File: src/hdl/ic_pkg.sv
`timescale 1ns / 1ps
// Shared types and constants for the inversion counter.
// No dependencies; used by every module of the block.
package ic_pkg;

  localparam int MAX_ELEMENTS = 1024;
  localparam int CNT_W        = $clog2(MAX_ELEMENTS + 1);
  localparam int ELEM_W       = 32;
  localparam int TOTAL_W      = 30;

  localparam logic [TOTAL_W:0]  INV_LIMIT = (TOTAL_W + 1)'(1000000000);
  localparam logic [ELEM_W-1:0] SIGN_BIAS = {1'b1, {(ELEM_W - 1){1'b0}}};
  localparam logic [CNT_W-1:0]  CNT_FULL  = CNT_W'(MAX_ELEMENTS);

  // One request travelling down the cell row
  typedef struct packed {
    logic              vld;
    logic [ELEM_W-1:0] val;   // sign-flipped element, unsigned order
    logic              keep;  // element is stored, not dropped
    logic              last;
    logic              ovr;
    logic [CNT_W-1:0]  pos;   // elements of this array ahead of it
    logic [CNT_W-1:0]  gt;    // earlier elements found greater so far
  } ic_tok_t;

endpackage

File: src/hdl/ic_cell.sv
`timescale 1ns / 1ps
// One compare cell of the row: holds one stored element and passes requests on.
// Depends on ic_pkg.
module ic_cell
  import ic_pkg::*;
(
  input  logic             clk_i,
  input  logic             rst_ni,
  input  logic             adv_i,
  input  logic [CNT_W-1:0] idx_i,
  input  ic_tok_t          tok_i,
  output ic_tok_t          tok_o
);

  logic [ELEM_W-1:0] elem_q;
  ic_tok_t           tok_q;
  ic_tok_t           tok_d;
  logic              hit;
  logic              wr;

  always_comb begin
    hit   = tok_i.vld && tok_i.keep && (idx_i < tok_i.pos) && (elem_q > tok_i.val);
    wr    = adv_i && tok_i.vld && tok_i.keep && (tok_i.pos == idx_i);
    tok_d = tok_i;
    if (hit) begin
      tok_d.gt = tok_i.gt + CNT_W'(1);
    end
  end

  always_ff @(posedge clk_i or negedge rst_ni) begin
    if (!rst_ni) begin
      tok_q.vld <= 1'b0;
    end else if (adv_i) begin
      tok_q <= tok_d;
    end
  end

  always_ff @(posedge clk_i) begin
    if (wr) begin
      elem_q <= tok_i.val;
    end
  end

  assign tok_o = tok_q;

endmodule

File: config.mk
export PLATFORM = sky130hd
export DESIGN_NAME = ic_cell
export DESIGN_NICKNAME = d
export VERILOG_FILES = /design/src/hdl/ic_pkg.sv /design/src/hdl/ic_cell.sv
export SDC_FILE = /design/constraint.sdc
export NUM_CORES = 1
export LEC_CHECK = 0
export BUFFER_PORTS_ARGS = -buffer_cell sky130_fd_sc_hd__buf_4
export CORE_MARGIN = 5
export CORE_UTILIZATION = 25
export CTS_BUF_LIST = sky130_fd_sc_hd__clkbuf_16
export DETAILED_ROUTE_END_ITERATION = 10
export HOLD_SLACK_MARGIN = 0.02
export PLACE_DENSITY = 0.48
export SLEW_MARGIN = 10
export SYNTH_ARGS = -nofsm -noshare
export SYNTH_HDL_FRONTEND = slang
export SYNTH_SLANG_ARGS = --single-unit
File: constraint.sdc
create_clock -name clk_i -period 3.3 [get_ports clk_i]
set_input_delay 0.33 -clock clk_i [delete_from_list [all_inputs] [get_ports clk_i]]
set_output_delay 0.33 -clock clk_i [all_outputs]
set_load 0.01 [all_outputs]
* After elaboration in Yosys (flattened, before gate mapping)
Index checks and enable logic that the tools add are counted.
** Storage, ports and cells
- Bits in latches :: 0
- Word-level logic and storage cells :: 20
- Register bits :: 90
- Bits in read-only memories :: 0
- RAM bits :: 0
- Memories :: 0
** Cells by class
- $add $sub $neg :: 1
- Multiply operators :: 0
- Div/mod/pow operators :: 0
- Magnitude comparators :: 2
- Reduce and logical (&&, ||, !) cells :: 7
- Mux-type cells :: 1
- Shift-type cells :: 0
- Bitwise operators :: 0
- Equality and inequality tests :: 1
** Operators by type and width (count)
- $gt A32 B32 Y1 :: 1
- $add A11 B1 Y11 const B :: 1
- $eq A11 B11 Y1 :: 1
- $lt A11 B11 Y1 :: 1
- $mux W11 :: 1
- $logic_and A1 B1 Y1 :: 6
- $reduce_and A2 Y1 :: 1

* Logic depth before layout (Yosys ltp)
- Depth after elaboration :: 4
- Depth in mapped cells :: 10

* Worst setup path after synthesis
OpenSTA, ideal clock, no wires.
- Path kind :: input to register
- Start :: input tok_i[19] in the netlist's numbering
- End :: register elem_q[0], enable pin
- Cell stages on the path :: 4
- Arrival time :: 3909 ps
- Setup time :: 501 ps
- Setup slack :: -1111 ps
- Buffers on the path :: 0
- Cells stage by stage :: inv_1 ha_1 nand4_1 nor4_1
** On the way
- Word-level cells in the longest chain between the ends :: 2
** RTL lines
- from (decl) :: line ic_cell.sv:11 : input ic_tok_t tok_i,
- $eq A11 B11 Y1 :: line ic_cell.sv:23 : wr = adv_i && tok_i.vld && tok_i.keep && (tok_i.pos == idx_i);
- $logic_and A1 B1 Y1 :: line ic_cell.sv:23
- via wr :: line ic_cell.sv:19 : logic wr;
- to (signal assigned) :: line ic_cell.sv:40 : elem_q <= tok_i.val;
- to (decl) :: line ic_cell.sv:15 : logic [ELEM_W-1:0] elem_q;
The timed path passes the listed nets, and every way through them passes these cells.
A chain may end at the register's enable or synchronous reset.

==> run metrics <==
max_cap viols 0; synthesis-to-layout area growth 39.1%; Clock Path Buffers 2; CTS tree built; Worst-Skew Late Latency between 0.3 and 0.4 ns; Layout fillers ~1600; Setup crit start kind register; ANT cells 0; Root Driver clkbuf_16; period utilisation layout 0.750; clock network power share 0.391; row cnt 46; count leader, synth edfxtp_1; commonest cells in the netlist edfxtp_1 (89), inv_1 (46), ha_1 (44); Crit Path Max Fanout 11; DR pass1 iterations 4; Post-route DRC 0; asr flop ratio synth 0.0111; Multi-input gate area 1160 sq um; f_max about 400 MHz; H-tree Lvls 3; Max VDD drop between 0.2 and 0.25 mV; internal power roughly 2.0 mW; Worst Setup Path Type register to register; worst-margin pin slew ~0.62 ns; switching share of power 0.225; per-cell routed wire length between 10 and 15 um; Pwr per Cell Area 470 nW/um^2; I/O Buffers approximately 130; Mapped Cells 278; clk_skew 0.00914 ns; die width roughly 140 um; Layout Cells excl Fill roughly 640; Synth top area share 0.663; status completed; Clk pin slew, worst setup/hold paths about 0.070 ns; via count between 2000 and 3000; Vias per Instance ~4.1; clk sinks 90; largest net degree at the start of global routing 33; sequential share of power 0.501; Routed Antenna Nets 0; Sequential Area about 2700 sq um; Slew HR 0.584; RSZ-0062 raised after global routing false; Setup violations, final 0; EDFF count, synth just under 90; Comb power frac 0.108; layout cell share with drive strength beyond 1 0.361; Net Sw Power roughly 0.59 mW; initial antenna violation count 0; Seq cells post-synth 90; DIE AREA 18800 sq um; post-layout total power 2.64 mW; hold crit path type input pin to register; gr ovfl total 0; Main synth FF type edfxtp_1; core region area ~16000 sq um; Synth area leaders edfxtp_1 (66%), ha_1 (14%), inv_1 (4.3%), a21oi_1 (1.9%), nand4_1 (1.9%); synthesized cell area between 4000 and 5000 sq um; total wire length about 9000 um; GRT Overall Usage 0.0990; initial drt markers 70; fin. max-slew vios 0; data arrival time of the critical path around 2.6 ns; final-stage net count roughly 540; post-route minimum period about 2.5 ns; Die Ht between 100 and 150 um; Starting Density 0.255; dominant cell type by area after synthesis edfxtp_1; DP Cell Count ~630; vias in the first global route between 2000 and 3000; HPWL after DPL between 6000 and 7000 um; sequential area share after synthesis 0.669; post-synth net total between 300 and 400; WP data required between 3 and 4 ns; Netlist cell types 31; Pleak 2.39 nW; first-pass GRT wire length approximately 14000 um; Worst setup EP type register; Final Hold Viols 0; GP Congestion around 0.72; TNS Setup 0 ns; Avg Cell Area, Syn 14.5 sq um; # IOs 130; Synth Warn # 0; CTS Buf Count 9
==> per-layer routing <==
metal  wire length, um  global-route usage
met5                 0                   0
met4               139              0.0466
met3               647              0.0357
met2              4610               0.167
met1              3660               0.111
==> state kept, by name (all words and copies together), names as in the netlist <==
signal / cells
tok_o: 58
elem_q: 32
==> final cells by class <==
type                            instances  area share
Timing Repair Buffer                  134       0.180
Sequential cell                        90       0.481
Multi-Input combinational cell        141       0.208
Clock buffer                            9      0.0402
Clock inverter                          7      0.0123
Tap cell                              216      0.0482
Inverter                               46      0.0308
==> power by group through the flow <==
stage                     Combinational, mW  Sequential [mW]  Clock (mW)
final                                 0.285             1.32        1.03
after global routing                  0.320             1.33        1.13
after CTS                             0.294             1.32        1.07
after detailed placement              0.292             1.35           0
after global placement                0.289             1.35           0
after floorplan                      0.0842             1.37           0
==> path summary, 6_finish.rpt <==
check / to / start / cells after the start / slack, ns
max: tok_o[10]$_DFFE_PP_ / elem_q[27]$_DFFE_PP_ / 9 / 0.82
min reg2reg: tok_o[57]$_DFFE_PN0P_ / tok_o[57]$_DFFE_PN0P_ / 1 / 0.51
max reg2reg: tok_o[10]$_DFFE_PP_ / elem_q[27]$_DFFE_PP_ / 9 / 0.82
min in group asynchronous: tok_o[57]$_DFFE_PN0P_ / rst_ni / 2 / 0.32
min: tok_o[23]$_DFFE_PP_ / tok_i[23] / 1 / 0.16
max in group asynchronous: tok_o[57]$_DFFE_PN0P_ / rst_ni / 2 / 2.90
==> cells by family (layout without fill, tap and decap cells) <==
| family | Yosys count | in the layout | synth area share |
|---|---|---|---|
| adders and majority gates | 44 | 44 | 0.137 |
| AOI/OAI and AO/OA | 32 | 32 | 0.0475 |
| muxes | 2 | 2 | 0.00559 |
| DFF | 90 | 90 | 0.669 |
| and+or+nand+nor | 53 | 53 | 0.0736 |
| buffers and inverters | 47 | 196 | 0.0456 |
| xor gates and xnor gates | 10 | 10 | 0.0217 |
==> worst max-delay path: stages, from the launching register on <==
cell and delay (ns):
edfxtp_1 0.37, ha_1 0.32, nand4_1 0.15, nor4_2 0.40
a22oi_1 0.13, o211ai_1 0.14, o21ai_1 0.15, buf_4 0.20
nor4_4 0.27, xor2_1 0.09
==> layout by cell type, fill, tap and decap left out, types with 2 or more instances in the layout <==
cell type and instances:
buf_4 133, edfxtp_1 89, inv_1 47, ha_1 44, a21oi_1 15, nand4_1 12
nand2_1 10, clkbuf_16 9, nor2_1 8, o21ai_0 6, nor3_1 6, xor2_1 6
nand3_1 5, xnor2_1 4, a211oi_1 3, nand2b_1 3, o211ai_1 2, nand3b_1 2
mux2_2 2, nor4_4 2, clkinv_2 2
==> per-stage QoR <==
step | util | instance area [sq um] | hold WS (ns) | setup WS [ns]
2_1_floorplan | - | 4040 | 0.0344 | 0.213
3_3_place_gp | 0.335 | 5300 | 0.110 | 0.616
3_5_place_dp | 0.335 | 5300 | 0.112 | 0.610
4_1_cts | 0.354 | 5610 | 0.140 | 0.694
5_1_grt | 0.354 | 5610 | 0.139 | 0.510
6_report | 0.354 | 5610 | 0.158 | 0.825
==> timing repair <==
action | CTS | global route
endpoints found under the hold margin | 1 | 0
endpoints found under the setup margin | 0 | 0
resized for setup | 0 | 0
hold buffers | 1 | 0
buffers inserted | 0 | 0
Note: power is estimated with default switching activity, not from simulation.
