[config.mk]
export PLATFORM = sky130hd
export DESIGN_NAME = ic_tally
export DESIGN_NICKNAME = d
export VERILOG_FILES = /design/src/hdl/ic_pkg.sv /design/src/hdl/ic_tally.sv
export SDC_FILE = /design/constraint.sdc
export NUM_CORES = 1
export LEC_CHECK = 0
export BUFFER_PORTS_ARGS = -buffer_cell sky130_fd_sc_hd__buf_4
export CAP_MARGIN = 40
export CORE_MARGIN = 5
export CORE_UTILIZATION = 30
export DETAILED_ROUTE_END_ITERATION = 8
export SLEW_MARGIN = 15
export SYNTH_ARGS = -nofsm -noshare
export SYNTH_HDL_FRONTEND = slang
export SYNTH_SLANG_ARGS = --single-unit
[constraint.sdc]
create_clock -name clk_i -period 4.6 [get_ports clk_i]
set_input_delay 0.69 -clock clk_i [delete_from_list [all_inputs] [get_ports clk_i]]
set_output_delay 0.69 -clock clk_i [all_outputs]
set_load 0.02 [all_outputs]
[src/hdl/ic_pkg.sv]
`timescale 1ns / 1ps
// Shared types and constants for the inversion counter.
// No dependencies; used by every module of the block.
package ic_pkg;

  localparam int MAX_ELEMENTS = 1024;
  localparam int CNT_W        = $clog2(MAX_ELEMENTS + 1);
  localparam int ELEM_W       = 32;
  localparam int TOTAL_W      = 30;

  localparam logic [TOTAL_W:0]  INV_LIMIT = (TOTAL_W + 1)'(1000000000);
  localparam logic [ELEM_W-1:0] SIGN_BIAS = {1'b1, {(ELEM_W - 1){1'b0}}};
  localparam logic [CNT_W-1:0]  CNT_FULL  = CNT_W'(MAX_ELEMENTS);

  // One request travelling down the cell row
  typedef struct packed {
    logic              vld;
    logic [ELEM_W-1:0] val;   // sign-flipped element, unsigned order
    logic              keep;  // element is stored, not dropped
    logic              last;
    logic              ovr;
    logic [CNT_W-1:0]  pos;   // elements of this array ahead of it
    logic [CNT_W-1:0]  gt;    // earlier elements found greater so far
  } ic_tok_t;

endpackage

[src/hdl/ic_tally.sv]
`timescale 1ns / 1ps
// Running pair count at the end of the cell row, limit check and result register.
// Depends on ic_pkg.
module ic_tally
  import ic_pkg::*;
(
  input  logic               clk_i,
  input  logic               rst_ni,
  input  logic               adv_i,
  input  ic_tok_t            tok_i,
  output logic               out_valid_o,
  output logic [TOTAL_W-1:0] inversion_total_o,
  output logic               limit_reached_o,
  output logic               overrun_o
);

  logic [TOTAL_W-1:0] acc_q, acc_d, acc_nx;
  logic               lim_q, lim_d, lim_nx;
  logic               vld_q, vld_d;
  logic [TOTAL_W-1:0] tot_q, tot_d;
  logic               rlim_q, rlim_d;
  logic               rovr_q, rovr_d;
  logic [TOTAL_W:0]   sum;
  logic               take;

  always_comb begin
    take   = adv_i && tok_i.vld;
    sum    = {1'b0, acc_q} + (TOTAL_W + 1)'(tok_i.gt);
    acc_nx = acc_q;
    lim_nx = lim_q;
    if (!lim_q) begin
      if (sum >= INV_LIMIT) begin
        lim_nx = 1'b1;
      end else begin
        acc_nx = sum[TOTAL_W-1:0];
      end
    end

    acc_d  = acc_q;
    lim_d  = lim_q;
    vld_d  = vld_q;
    tot_d  = tot_q;
    rlim_d = rlim_q;
    rovr_d = rovr_q;
    if (adv_i) begin
      vld_d = 1'b0;
    end
    if (take) begin
      if (tok_i.last) begin
        vld_d  = 1'b1;
        tot_d  = lim_nx ? '0 : acc_nx;
        rlim_d = lim_nx;
        rovr_d = tok_i.ovr;
        acc_d  = '0;
        lim_d  = 1'b0;
      end else begin
        acc_d = acc_nx;
        lim_d = lim_nx;
      end
    end
  end

  always_ff @(posedge clk_i or negedge rst_ni) begin
    if (!rst_ni) begin
      acc_q <= '0;
      lim_q <= 1'b0;
      vld_q <= 1'b0;
    end else begin
      acc_q <= acc_d;
      lim_q <= lim_d;
      vld_q <= vld_d;
    end
  end

  always_ff @(posedge clk_i) begin
    tot_q  <= tot_d;
    rlim_q <= rlim_d;
    rovr_q <= rovr_d;
  end

  assign out_valid_o       = vld_q;
  assign inversion_total_o = tot_q;
  assign limit_reached_o   = rlim_q;
  assign overrun_o         = rovr_q;

endmodule

# After elaboration in Yosys (flattened, before gate mapping)
# Index checks and enable logic that the tools add are counted.
dict set report classes {
  mux 9
  reduce_logical 2
  n_addsub 1
  magnitude_cmp 1
}
# op count
set op_table {}
lappend op_table {{$mux W30} 3}
lappend op_table {{$add A30 B11 Y31} 1}
lappend op_table {{$ge A31 B30 Y1 const B} 1}
lappend op_table {{$mux W1} 6}
lappend op_table {{$reduce_and A2 Y1} 1}
lappend op_table {{$logic_and A1 B1 Y1} 1}
dict set report totals {
  out_inout_bits 33
  elab_cells 19
  reg_bits 64
  in_bits 61
}

# Longest topological paths before layout
# Gate-level depths: netlist (run 1).
dict set report logic_depth {
  word_depth 5
  ltp_mapped 16
  depth_no_buf 14
}

# Worst setup path after synthesis (run 1)
# OpenSTA, ideal clock, no wires.
dict set report synth_timing {
  path_type {input to register}
  from {in tok_i[0] in the netlist's numbering}
  to {reg tot_q[6] (netlist: inversion_total_o[6]) (data pin)}
  cell_stages 16
  setup_ps 257
  required_time_ps 4343
  n_path_buf 2
  path_slack_ps 706
  arrival_time_ps 3636
  cell_sequence {ha_1 -> inv_1 -> fa_1 -> nor2b_1 -> o31a_1 -> a21oi_2 -> a211o_1 -> or4b_1 -> a21oi_1 -> o21ai_1 -> a31oi_4 -> nor2_2 -> inv_1 -> buf_2 -> buf_2 -> nor2_1}
}
dict set report synth_between {
  elab_chain_len 4
  elab_cells_between_ends 6
  cone_classes {add/sub: 1; order compare: 1; mux: 4}
}
# item line_no
set synth_lines {}
lappend synth_lines {{start: declaration} ic_tally.sv:10} ;# input ic_tok_t tok_i,
lappend synth_lines {{$add A30 B11 Y31 *} ic_tally.sv:28} ;# sum = {1'b0, acc_q} + (TOTAL_W + 1)'(tok_i.gt);
lappend synth_lines {{$ge A31 B30 Y1} ic_tally.sv:32} ;# if (sum >= INV_LIMIT) begin
lappend synth_lines {{$mux W30 / $mux W1 (equally long branches)} ic_tally.sv:32}
lappend synth_lines {{$mux W30 / $mux W1 (equally long branches)} ic_tally.sv:31} ;# if (!lim_q) begin
lappend synth_lines {{end signal: assignment} ic_tally.sv:76} ;# tot_q <= tot_d;
lappend synth_lines {{end: declaration} ic_tally.sv:20} ;# logic [TOTAL_W-1:0] tot_q, tot_d;
# Every way passes the cells marked *; elsewhere a longest branch is shown, timed or not.
# A chain may end at the register's enable or synchronous reset.

# Worst setup path in the final report (run 1)
dict set report layout_timing {
  from {in tok_i[0] in the netlist's numbering}
  to {reg acc_q[9]}
}
dict set report layout_between {
  elab_chain_len 5
}
# item line_no
set layout_lines {}
lappend layout_lines {{$add A30 B11 Y31 *} ic_tally.sv:28}
lappend layout_lines {{$ge A31 B30 Y1} ic_tally.sv:32}
lappend layout_lines {{$mux W30 *} ic_tally.sv:32}
lappend layout_lines {{$mux W30 *} ic_tally.sv:31}
lappend layout_lines {{$mux W30 *} ic_tally.sv:49} ;# if (tok_i.last) begin
lappend layout_lines {{end signal: assignment} ic_tally.sv:65} ;# acc_q <= '0;
lappend layout_lines {{end signal: assignment} ic_tally.sv:69} ;# acc_q <= acc_d;
lappend layout_lines {{end: declaration} ic_tally.sv:17} ;# logic [TOTAL_W-1:0] acc_q, acc_d, acc_nx;
# Marked as above.

==> flow_summary.yaml, run 1 <==
placed_design:
  gp_congestion: 0.840
  port_buffers: 49
  placedInstanceArea_mm2: 0.00461
  hpwl_um: 7680
drt:
  vias_per_cell: 5.50
  drt_first_iter_violations: 254
  ant_nets: 0
  vias: 3529
  wl_per_cell_um: 17.3
  drc: 0
  drtPass1Iterations: 5
  routed_wl_um: 11100
setup_path:
  worstPathArrival_ns: 4.31
  required_ns: 4.81
  endpoint_kind: "register"
  crit_fanout: 7
  start_kind: "primary input"
  crit_type: "in2reg"
timing:
  slew_headroom_pct: 46.1
  max_freq_ghz: 0.244
  setup_tns_ns: 0
  finClkSkew_ns: 0.0118
  rsz0062_at_grt: "false"
  layout_worst_path_cycle_share_pct: 89.2
  final_hold_viol_count: 0
  period_needed_ns: 4.10
  slew_violations: 0
  worst_pin_slew_ns: 0.805
  finalSetupViolations: 0
clock_tree:
  htree_levels: 3
  insertion_delay_ns: 0.34
  cts_root_buffer: "clkbuf_16"
  post-cts-setup-buffers: 0
  clkSinkCount: 64
  cts_resized: 0
  cts_made_buffers: 9
  cts_tree: "done"
  ctsHoldBuffers: 0
  path_clk_slew_ns: 0.05
  clk_path_buf_depth: 2
synth:
  ys.flop_type: "edfxtp_1"
  yosys-top-cells-area: "edfxtp_1 24%, dfrtp_1 20%, nor2_1 4.6%"
  synth_nets: 490
  synth-seq-cells: 64
  synth_area_mm2: 0.00404
  syn_inst: 417
  synth_edf_count: 32
  ys_async_sr_fraction_pct: 50.0
  synthTopCellsByCount: "49 x nor2_1, 41 x nand2_1, 32 x dfrtp_1, 32 x edfxtp_1"
  yosysWarnings: 0
  yosysMostFrequentCell: "nor2_1"
  synth_top_area_share_pct: 23.8
  yosysTopAreaCell: "edfxtp_1"
  ys_seq_area_share_pct: 43.6
  synth_cell_types: 66
  avgSynthCellArea_um2: 9.69
power_and_ir_drop:
  ir_drop_mv: 0.176
  p_leak_nw: 2.02
  p_per_area_mw_per_mm2: 410
final_layout:
  postLayoutCellArea_mm2: 0.00496
  nets: 534
  drive_gt1_share_pct: 20.0
  area_growth_pct: 22.7
  n_antenna_cell: 0
floorplan:
  start_util_pct: 30.5
  die_h_um: 126
  pin_count: 94
  die_x_um: 126
  rows: 42
  core-area_mm2: 0.0132
  die-area_mm2: 0.0159
global_routing:
  grt_pass1_wl_um: 18400
  grt_pass1_vias: 3490
  grt_start_max_net_pins: 33
  grt-ovfl-total: 0
  grt_usage_pct: 14.3
  antenna_found_initial: 0
run_status:
  status: "finished, final reports clean"
min_path:
  hold_path.class: "in2async"
flow_run:
  drv_cap: 0
-- path summary, 6_finish.rpt --
path	depth (start not counted)	startpoint	to	slack (ns)
min in group clk_i	1	acc_q[1]	acc_q[1]	0.53
max in group asynchronous	1	rst_ni	acc_q[19]	3.95
hold / removal	1	rst_ni	out_valid_o	0.32
setup / recovery	17	tok_i[0]	acc_q[9]	0.50
hold reg to reg	1	acc_q[1]	acc_q[1]	0.53
setup reg to reg	15	acc_q[0]	inversion_total_o[16]	0.56
-- registers in the layout (all words and copies together) (netlist names) --
register / flops
acc_q: 30
inversion_total_o: 30
lim_q: 1
limit_reached_o: 1
out_valid_o: 1
overrun_o: 1
-- cells in the final DEF, fill, tap and decap left out, types with 4 or more instances in the layout --
cell	instances
buf_4	58
nor2_1	49
nand2_1	41
dfrtp_1	32
edfxtp_1	32
inv_1	15
xnor2_1	15
o211ai_1	14
nand3_1	11
xor2_1	11
ha_1	11
a21oi_1	10
a211o_1	9
clkbuf_16	9
and2_1	8
and3_1	8
nor4_1	8
or4_1	8
nor3_1	7
nand4_1	6
or3_1	6
o21ai_1	5
nor4b_1	5
o211a_1	5
o31ai_1	4
o21ai_0	4
a221o_1	4
-- power breakdown --
group          switching (mW)  total (mW)  internal, mW  leakage [nW]
combinational           0.314       0.528         0.214          1.15
sequential             0.0474       0.723         0.676         0.710
clock                   0.256       0.784         0.527         0.162
total                   0.618        2.03          1.42          2.02
-- cell families after synthesis --
kind of cell | Yosys count | share of synthesized area, %
and+or+nand+nor | 173 | 21.6
AOI/OAI and AO/OA | 97 | 19.9
DFF | 64 | 43.6
buffers and inverters | 43 | 4.83
xor gates and xnor gates | 26 | 5.63
adders and majority gates | 12 | 3.90
muxes | 2 | 0.526
-- per-layer routing --
metal | up-vias | global-route usage, % | part of all wire (%)
met5 | - | 0 | 0
met4 | 0 | 5.62 | 1.9
met1 | 1730 | 19.1 | 45
li1 | 1650 | - | -
met2 | 135 | 22.1 | 46
met3 | 14 | 3.98 | 7.2
-- layout make-up --
type                       count  area, µm²
clock inverter                 6        108
fill                        1345       8290
inverter                      15       56.3
clock buffer                  10        229
multi-input combinational    310       2080
timing repair buffer          61        498
sequential                    64       1760
tap                          176        220
-- worst max-delay path: stages --
cell and delay, ns:
buf_4 0.11, ha_1 0.23, inv_1 0.08, fa_1 0.21
nor2b_1 0.08, o31a_1 0.28, buf_4 0.16, nor4b_1 0.26
nor2_1 0.11, xnor2_1 0.27, a21boi_0 0.19, o311ai_2 0.42
a31oi_4 0.18, nor2_2 0.39, inv_1 0.11, buf_4 0.19
a311o_1 0.35
-- through the flow --
step	power (mW)	worst slack (ns)	instances	hold slack [ns]	utilization [%]
2_1_floorplan	1.09	0.706	417	0.394	-
3_3_place_gp	1.24	0.219	624	0.508	34.6
3_5_place_dp	1.25	0.231	625	0.516	34.8
4_1_cts	2.05	0.547	641	0.327	37.3
5_1_grt	2.14	0.242	642	0.348	37.4
6_report	2.03	0.499	642	0.316	37.4
Note: power is estimated with default switching activity, not from simulation.
==> inputs of run 2 (changes only) <==
Settings changed: CORE_MARGIN 5 to 2, CORE_UTILIZATION 30 to 55, PLACE_DENSITY set to 0.81.
==> run 2 against run 1 <==
  * Die area shrank 49%
  * Largest cell class unchanged
  * Global-route usage grew 12 points
  * Sequential cell count is the same
  * Core utilization rose by 29 points
  * Clock power down 26%
  * First-iteration DRC count grew 30%
  * Via count is 1.1% higher
  * Hold slack got worse by 0.033 ns
  * Highest routed layer unchanged
  * Combinational power about the same
  * Final cell count decreased by 11%
==> flow_summary.yaml, run 2 (synthesis gave the netlist of run 1 again) <==
power_and_ir_drop:
  ir_drop_mv: 0.249
  pwr-share-seq_pct: 39.4
  p_switching_mw: 0.585
  p_comb_share_pct: 28.8
  intPower_mw: 1.25
  clkPwrFrac_pct: 31.8
  p_leak_nw: 1.99
  p_per_area_mw_per_mm2: 385
  swShare_pct: 31.9
setup_path:
  setup.worst_path.start: "tok_i[0]"
  reg2reg_from: "acc_q[0]"
  crit_fanout: 14
  endpoint_kind: "register"
  start_kind: "primary input"
  worstPathArrival_ns: 4.21
  crit_type: "in2reg"
  required_ns: 4.83
clock_tree:
  path_clk_slew_ns: 0.08
  clkSinkCount: 64
  cts_root_buffer: "clkbuf_8"
  cts_tree: "done"
  ctsHoldBuffers: 0
  cts_resized: 0
  htree_levels: 3
  cts_made_buffers: 9
  clk_path_buf_depth: 2
  insertion_delay_ns: 0.35
  post-cts-setup-buffers: 0
floorplan:
  rows: 31
  die-area_mm2: 0.00805
  core-area_mm2: 0.00718
  start_util_pct: 56.3
  die_h_um: 89.7
  pin_count: 94
  die_x_um: 89.7
final_layout:
  area_growth_pct: 17.8
  nets: 538
  drive_gt1_share_pct: 20.6
  final_common_cell: "buf_4"
  fillers: 580
  n_antenna_cell: 0
  final_cells: 569
  final_cell_mix: "64 x buf_4, 49 x nor2_1, 41 x nand2_1"
timing:
  layout_worst_path_cycle_share_pct: 86.5
  period_needed_ns: 3.98
  fin_ws_ns: 0.622
  slew_violations: 0
  finalSetupViolations: 0
  final_hold_viol_count: 0
  hold-worst-slack_ns: 0.283
  worst_pin_slew_ns: 0.803
  slew_headroom_pct: 46.4
  rsz0062_at_grt: "false"
  setup_tns_ns: 0
  max_freq_ghz: 0.251
  finClkSkew_ns: 0.0125
drt:
  vias: 3567
  drt_first_iter_violations: 330
  routed_wl_um: 10200
  drc: 0
  vias_per_cell: 6.27
  wl_per_cell_um: 17.9
  drtPass1Iterations: 5
  ant_nets: 0
global_routing:
  grt_usage_pct: 26.0
  antenna_found_initial: 0
  grt_start_max_net_pins: 42
  grt_pass1_wl_um: 16800
  grt_pass1_vias: 3441
  grt-ovfl-total: 0
placed_design:
  hpwl_um: 6660
  gp_congestion: 0.952
  dp_cells: 553
  port_buffers: 49
  place_ws_ns: 0.331
flow_run:
  drv_cap: 0
run_status:
  status: "finished, final reports clean"
min_path:
  hold_path.class: "in2async"
## run 2: cell types whose count changed in the layout (fill, tap and decap cells not counted), sizes merged
cell,change
buf,+4
## run 2: stage by stage
stage | utilization [%] | instance area [µm²] | total power, mW
finish | 66.4 | 4760 | 1.83
global route | 66.4 | 4760 | 1.92
CTS | 66.4 | 4760 | 1.83
detailed placement | 63.1 | 4530 | 1.24
global placement | 63.1 | 4530 | 1.23
floorplan | - | 4040 | 1.09
## run 2: cell type report
| cell class | instances | area (µm²) | area share (%) |
|---|---|---|---|
| multi-input cells | 310 | 2080 | 43.8 |
| flip-flops and latches | 64 | 1760 | 37.0 |
| repair buffers | 65 | 500 | 10.5 |
| clock buffers | 10 | 128 | 2.68 |
| well taps | 99 | 124 | 2.60 |
| clock inverters | 6 | 108 | 2.26 |
| inverters | 15 | 56.3 | 1.18 |
## run 2: metal layers
layer / track usage (%) / wire [µm] / vias to the layer above / part of all wire, %
met3: 4.95 / 835 / 29 / 8.2
met1: 34.6 / 4290 / 1679 / 42
met4: 12.1 / 243 / 0 / 2.4
met2: 41.5 / 4800 / 206 / 47
met5: 0 / 0 / - / 0
li1: - / - / 1653 / -
## run 2: power groups by stage
stage                     Clock (mW)  Sequential (mW)  Combinational, mW
after floorplan                    0            0.739              0.355
after global placement             0            0.728              0.503
after detailed placement           0            0.732              0.513
after CTS                      0.585            0.721              0.520
after global routing           0.615            0.733              0.575
final                          0.583            0.722              0.527
## run 2: critical path, cell delays in order
cell and delay, ns:
buf_4 0.08, ha_1 0.21, inv_1 0.07, fa_1 0.41, nor2b_1 0.16, o31a_1 0.19
a21oi_2 0.12, a211o_1 0.32, or4b_1 0.50, a21oi_1 0.18, o21ai_1 0.15, a31oi_4 0.48
buf_4 0.24, a2111oi_1 0.07, a221o_1 0.34
## run 2: path summary, 6_finish.rpt
path                          endpoint  slack (ns)  cells after the start
max                           acc_q[4]        0.62                     15
min                           acc_q[3]        0.28                      1
max reg2reg                   acc_q[4]        0.65                     14
min reg2reg                out_valid_o        0.53                      2
max in group asynchronous    acc_q[20]        3.98                      1
min in group clk_i           overrun_o        0.53                      1
